==> config.mk <==
export PLATFORM = sky130hd
export DESIGN_NAME = kwm_pick
export DESIGN_NICKNAME = d
export VERILOG_FILES = /design/src/design/kwm_pkg.sv /design/src/design/kwm_pick.sv
export SDC_FILE = /design/constraint.sdc
export NUM_CORES = 2
export LEC_CHECK = 0
export BUFFER_PORTS_ARGS = -buffer_cell sky130_fd_sc_hd__buf_4
export CAP_MARGIN = 20
export CORE_AREA = 5 5 405 407
export DETAILED_ROUTE_END_ITERATION = 10
export DIE_AREA = 0 0 410 412
export PLACE_DENSITY = 0.48
export SLEW_MARGIN = 0
export SYNTH_ARGS = -nofsm -noshare
export SYNTH_HDL_FRONTEND = slang
export SYNTH_SLANG_ARGS = --single-unit
export TNS_END_PERCENT = 50
==> constraint.sdc <==
create_clock -name vclk -period 30.2
set_input_delay 1.51 -clock vclk [all_inputs]
set_output_delay 1.51 -clock vclk [all_outputs]
set_load 0.02 [all_outputs]
==> src/design/kwm_pkg.sv <==
package kwm_pkg;

    // sizes
    localparam int MAX_SERIES  = 16;
    localparam int IDX_W       = 4;
    localparam int TIME_W      = 64;
    localparam int BITS_W      = 64;
    localparam int CNT_W       = 5;
    localparam int CFG_INDEX_W = 1;
    localparam int CFG_DATA_W  = 5;

    // configuration register indexes
    localparam logic [CFG_INDEX_W-1:0] CFG_SERIES_COUNT = 1'd0;
    localparam logic [CFG_INDEX_W-1:0] CFG_DESCENDING   = 1'd1;

    // input function codes
    localparam logic FUNC_OFFER  = 1'b0;
    localparam logic FUNC_FINISH = 1'b1;

    typedef logic [TIME_W-1:0]     stamp_t;
    typedef logic [BITS_W-1:0]     sample_t;
    typedef logic [MAX_SERIES-1:0] mask_t;

    // winner of the head comparison
    typedef struct packed {
        logic             found;
        logic [IDX_W-1:0] idx;
    } pick_t;

endpackage

==> src/design/kwm_pick.sv <==
module kwm_pick
(
    input  kwm_pkg::mask_t  cand,
    input  kwm_pkg::stamp_t leaf_time [kwm_pkg::MAX_SERIES],
    input  logic            descending,
    output kwm_pkg::pick_t  pick
);

    localparam int NODES = 2 * kwm_pkg::MAX_SERIES - 1;

    logic                      node_found [NODES];
    logic [kwm_pkg::IDX_W-1:0] node_idx   [NODES];
    kwm_pkg::stamp_t           node_time  [NODES];

    // tournament tree, left child holds lower indexes so ties go left
    always_comb
    begin
        int   lc;
        int   rc;
        logic take_r;
        for (int i = 0; i < kwm_pkg::MAX_SERIES; i++)
        begin
            node_found[kwm_pkg::MAX_SERIES - 1 + i] = cand[i];
            node_idx[kwm_pkg::MAX_SERIES - 1 + i]   = kwm_pkg::IDX_W'(i);
            node_time[kwm_pkg::MAX_SERIES - 1 + i]  = leaf_time[i];
        end
        for (int k = kwm_pkg::MAX_SERIES - 2; k >= 0; k--)
        begin
            lc = 2 * k + 1;
            rc = 2 * k + 2;
            take_r = !node_found[lc] ||
                     (node_found[rc] && (descending ? (node_time[rc] > node_time[lc])
                                                    : (node_time[rc] < node_time[lc])));
            node_found[k] = take_r ? node_found[rc] : node_found[lc];
            node_idx[k]   = take_r ? node_idx[rc]   : node_idx[lc];
            node_time[k]  = take_r ? node_time[rc]  : node_time[lc];
        end
    end

    assign pick.found = node_found[0];
    assign pick.idx   = node_idx[0];

endmodule

==> impl_metrics.csv <==
group,metric,value,unit
run_status,status,"finished clean",
placed_design,place_area,45100,um2
worst_setup_path,path_max_fanout,42,
placed_design,dp_hpwl,199,mm
worst_setup_path,critical_path.max_stage_delay,0.84,ns
sta,fin_crit_sh,69.6,%
run,maxCapViolations,0,
floorplan,die_y,412,um
synthesis,synth_top_area_cell,"ha_1",
grt,grt_overflow_total,0,
floorplan,rows,147,
synthesis,synth_warnings,0,
sta,min_period,21.01,ns
worst_setup_path,path_common_cell,"buf_4",
placed_design,io_buffers,1046,
synthesis,syn_avg_cell_area,7.55,um2
sta,finalSetupViolCount,0,
cells_and_area,seqCellArea,0,um2
sta,worst_pin_slew,1.10,ns
worst_setup_path,path_class,"input pin to primary output",
sta,clock.fmax,47.6,MHz
cts,holdBufCountCts,0,
detailed_routing,drc,0,
grt,grt_pass1_wl,293,mm
detailed_routing,ant_nets,0,
pwr,clockPowerShare,0,%
detailed_routing,wl,217,mm
worst_setup_path,arrival,19.50,ns
floorplan,dieArea,169000,um2
detailed_routing,viasPerCell,5.16,
floorplan,core_area,160000,um2
hold_path,min-delay-start,"cand[6]",
detailed_routing,drtIter0Drc,2817,
detailed_routing,wl_per_cell,28.3,um
pwr,comb_power_share,100.0,%
placed_design,gp_congestion,0.965,
detailed_routing,first_pass_iters,5,
worst_setup_path,slowest_stage,"or3b_2",
synthesis,synthCells,4626,
floorplan,ioPinCount,1046,
cells_and_area,fin_area,45200,um2
grt,grt_max_degree,87,
pwr,swShare,59.9,%
synthesis,synth_cell_type_count,90,
synthesis,yosysTopAreaCellShare,34.4,%
pwr,p_switching,0.000830,W
pwr,peakVddDrop,0.0222,mV
floorplan,die-width,410,um
synthesis,syn_area,34900,um2
sta,tns,0,ns
hold_path,whs_path_depth,4,
grt,antenna_found_initial,77,
worst_setup_path,cp-start-kind,"input pin",
cells_and_area,seq_cells,0,
floorplan,initial_core_util,21.8,%
cells_and_area,nets,7566,
cts,postCtsSetupRepairBufs,0,
pwr,cellPowerDensity,30.7,nW/um2
sta,slew_headroom,24.6,%
placed_design,dp_cells,7649,
cts,postCtsResizedCells,0,
synthesis,ys_seq_area_share,0,%
grt,grt_pass1_vias,38600,
cells_and_area,nClkBuffers,0,
pwr,leakagePower,24.6,nW
sta,hold_viol,0,
cells_and_area,drive_gt1_share,24.9,%
hold_path,holdPathEnd,"pick[4]",
synthesis,ys_top_cells_by_area,"ha_1 34%, mux2i_1 11%, inv_1 8.0%",
hold_path,hold_path.class,"input pin to primary output",
pwr,cell_internal_pwr,0.000556,W
detailed_routing,vias,39700,
cells_and_area,syn_to_final_growth,29.5,%
pwr,seqPwrFrac,0,%
cells_and_area,stdcell_count,7689,
sta,rsz0062_at_grt,"no",
grt,grt_usage,24.1,%
worst_setup_path,required,28.69,ns
synthesis,syn_nets,6627,
sta,final_max_slew_viol_count,0,
worst_setup_path,end_kind,"primary output",
synth_stat cells, types with 28 or more instances:
master,count
nand2_1,170
nor3_1,107
nor4_1,39
a21oi_1,481
mux2_2,189
mux2i_2,32
a221oi_2,32
ha_1,960
nand3_1,70
o22ai_1,48
a221oi_1,64
nand4_1,205
a21o_1,179
mux2i_1,401
nor2b_1,29
buf_2,59
clkbuf_1,69
and4_1,28
o21ai_0,115
nor2_1,262
a211o_1,44
inv_1,742
worst max-delay path: cells and delay by family:
family,cells,cell delay (ns)
AO/OA/AOI/OAI,17,5.47
multiplexers,4,2.03
buffers and inverters,6,2.25
AND/OR/NAND/NOR,14,6.84
adder cells (fa/ha/maj),4,1.21
cells by family after synthesis:
family	count (synthesis)	share of synthesized area [%]
multiplexers	622	18.9
AND/OR/NAND/NOR	971	14.1
buffers and inverters	902	10.3
AO/OA/AOI/OAI	1171	22.3
adder cells (fa/ha/maj)	960	34.4
metal layers:
layer  routed length (um)  track usage (%)  part of all wire [%]
met1                88500             29.1                    41
met2               107000             43.4                    49
met3                15500             5.07                   7.1
met4                 6180             6.51                   2.8
met5                  322                0                  0.15
placed cells by master, fill, tap and decap left out, drive strengths merged, types with 8 or more instances in the layout:
cell type,n
o22ai,48
a21o,179
a21boi,12
a211oi,27
nand4,206
nor2,263
a21oi,481
a2111oi,8
inv,742
or4,15
mux2i,433
o221ai,24
a211o,44
and4,28
nor2b,29
o211ai,24
diode,40
ha,960
a221oi,96
mux2,189
buf,1096
nand3,70
nor4,40
o21a,15
nand2,171
o21ai,118
nor3,109
a2bb2oi,24
worst max-delay path by stage:
stage / slack, ns / from / to / depth (start not counted)
after floorplan: 16.94 / leaf_time[861] / pick[1] / 48
after global placement: 8.29 / leaf_time[316] / pick[0] / 43
after detailed placement: 8.44 / leaf_time[510] / pick[0] / 45
after CTS: 8.44 / leaf_time[510] / pick[0] / 45
after global routing: 8.35 / leaf_time[510] / pick[1] / 45
final: 9.19 / leaf_time[510] / pick[1] / 45
stage by stage:
step | power [W] | hold slack (ns) | utilization [%] | setup WS [ns]
after detailed placement | 0.00138 | 3.54 | 28.2 | 8.44
after floorplan | 0.000828 | 3.24 | - | 16.94
final | 0.00139 | 3.54 | 28.3 | 9.19
after global placement | 0.00137 | 3.54 | 28.2 | 8.29
after global routing | 0.00153 | 3.56 | 28.3 | 8.35
after CTS | 0.00139 | 3.54 | 28.2 | 8.44
power by group through the flow:
stage	Sequential (W)	Clock, W	Combinational, W
finish	0	0.000000000118	0.00139
detailed placement	0	0	0.00138
CTS	0	0	0.00139
global placement	0	0	0.00137
floorplan	0	0	0.000828
global route	0	0.000000000143	0.00153
final cells by class:
cell class                      instances  area [um2]
Fill cell                           17600      115000
Multi-Input combinational cell       3724       31500
Timing Repair Buffer                 1096        8240
Inverter                              743        2790
Tap cell                             2086        2610
Antenna cell                           40         100
Note: power is estimated with default switching activity, not from simulation.
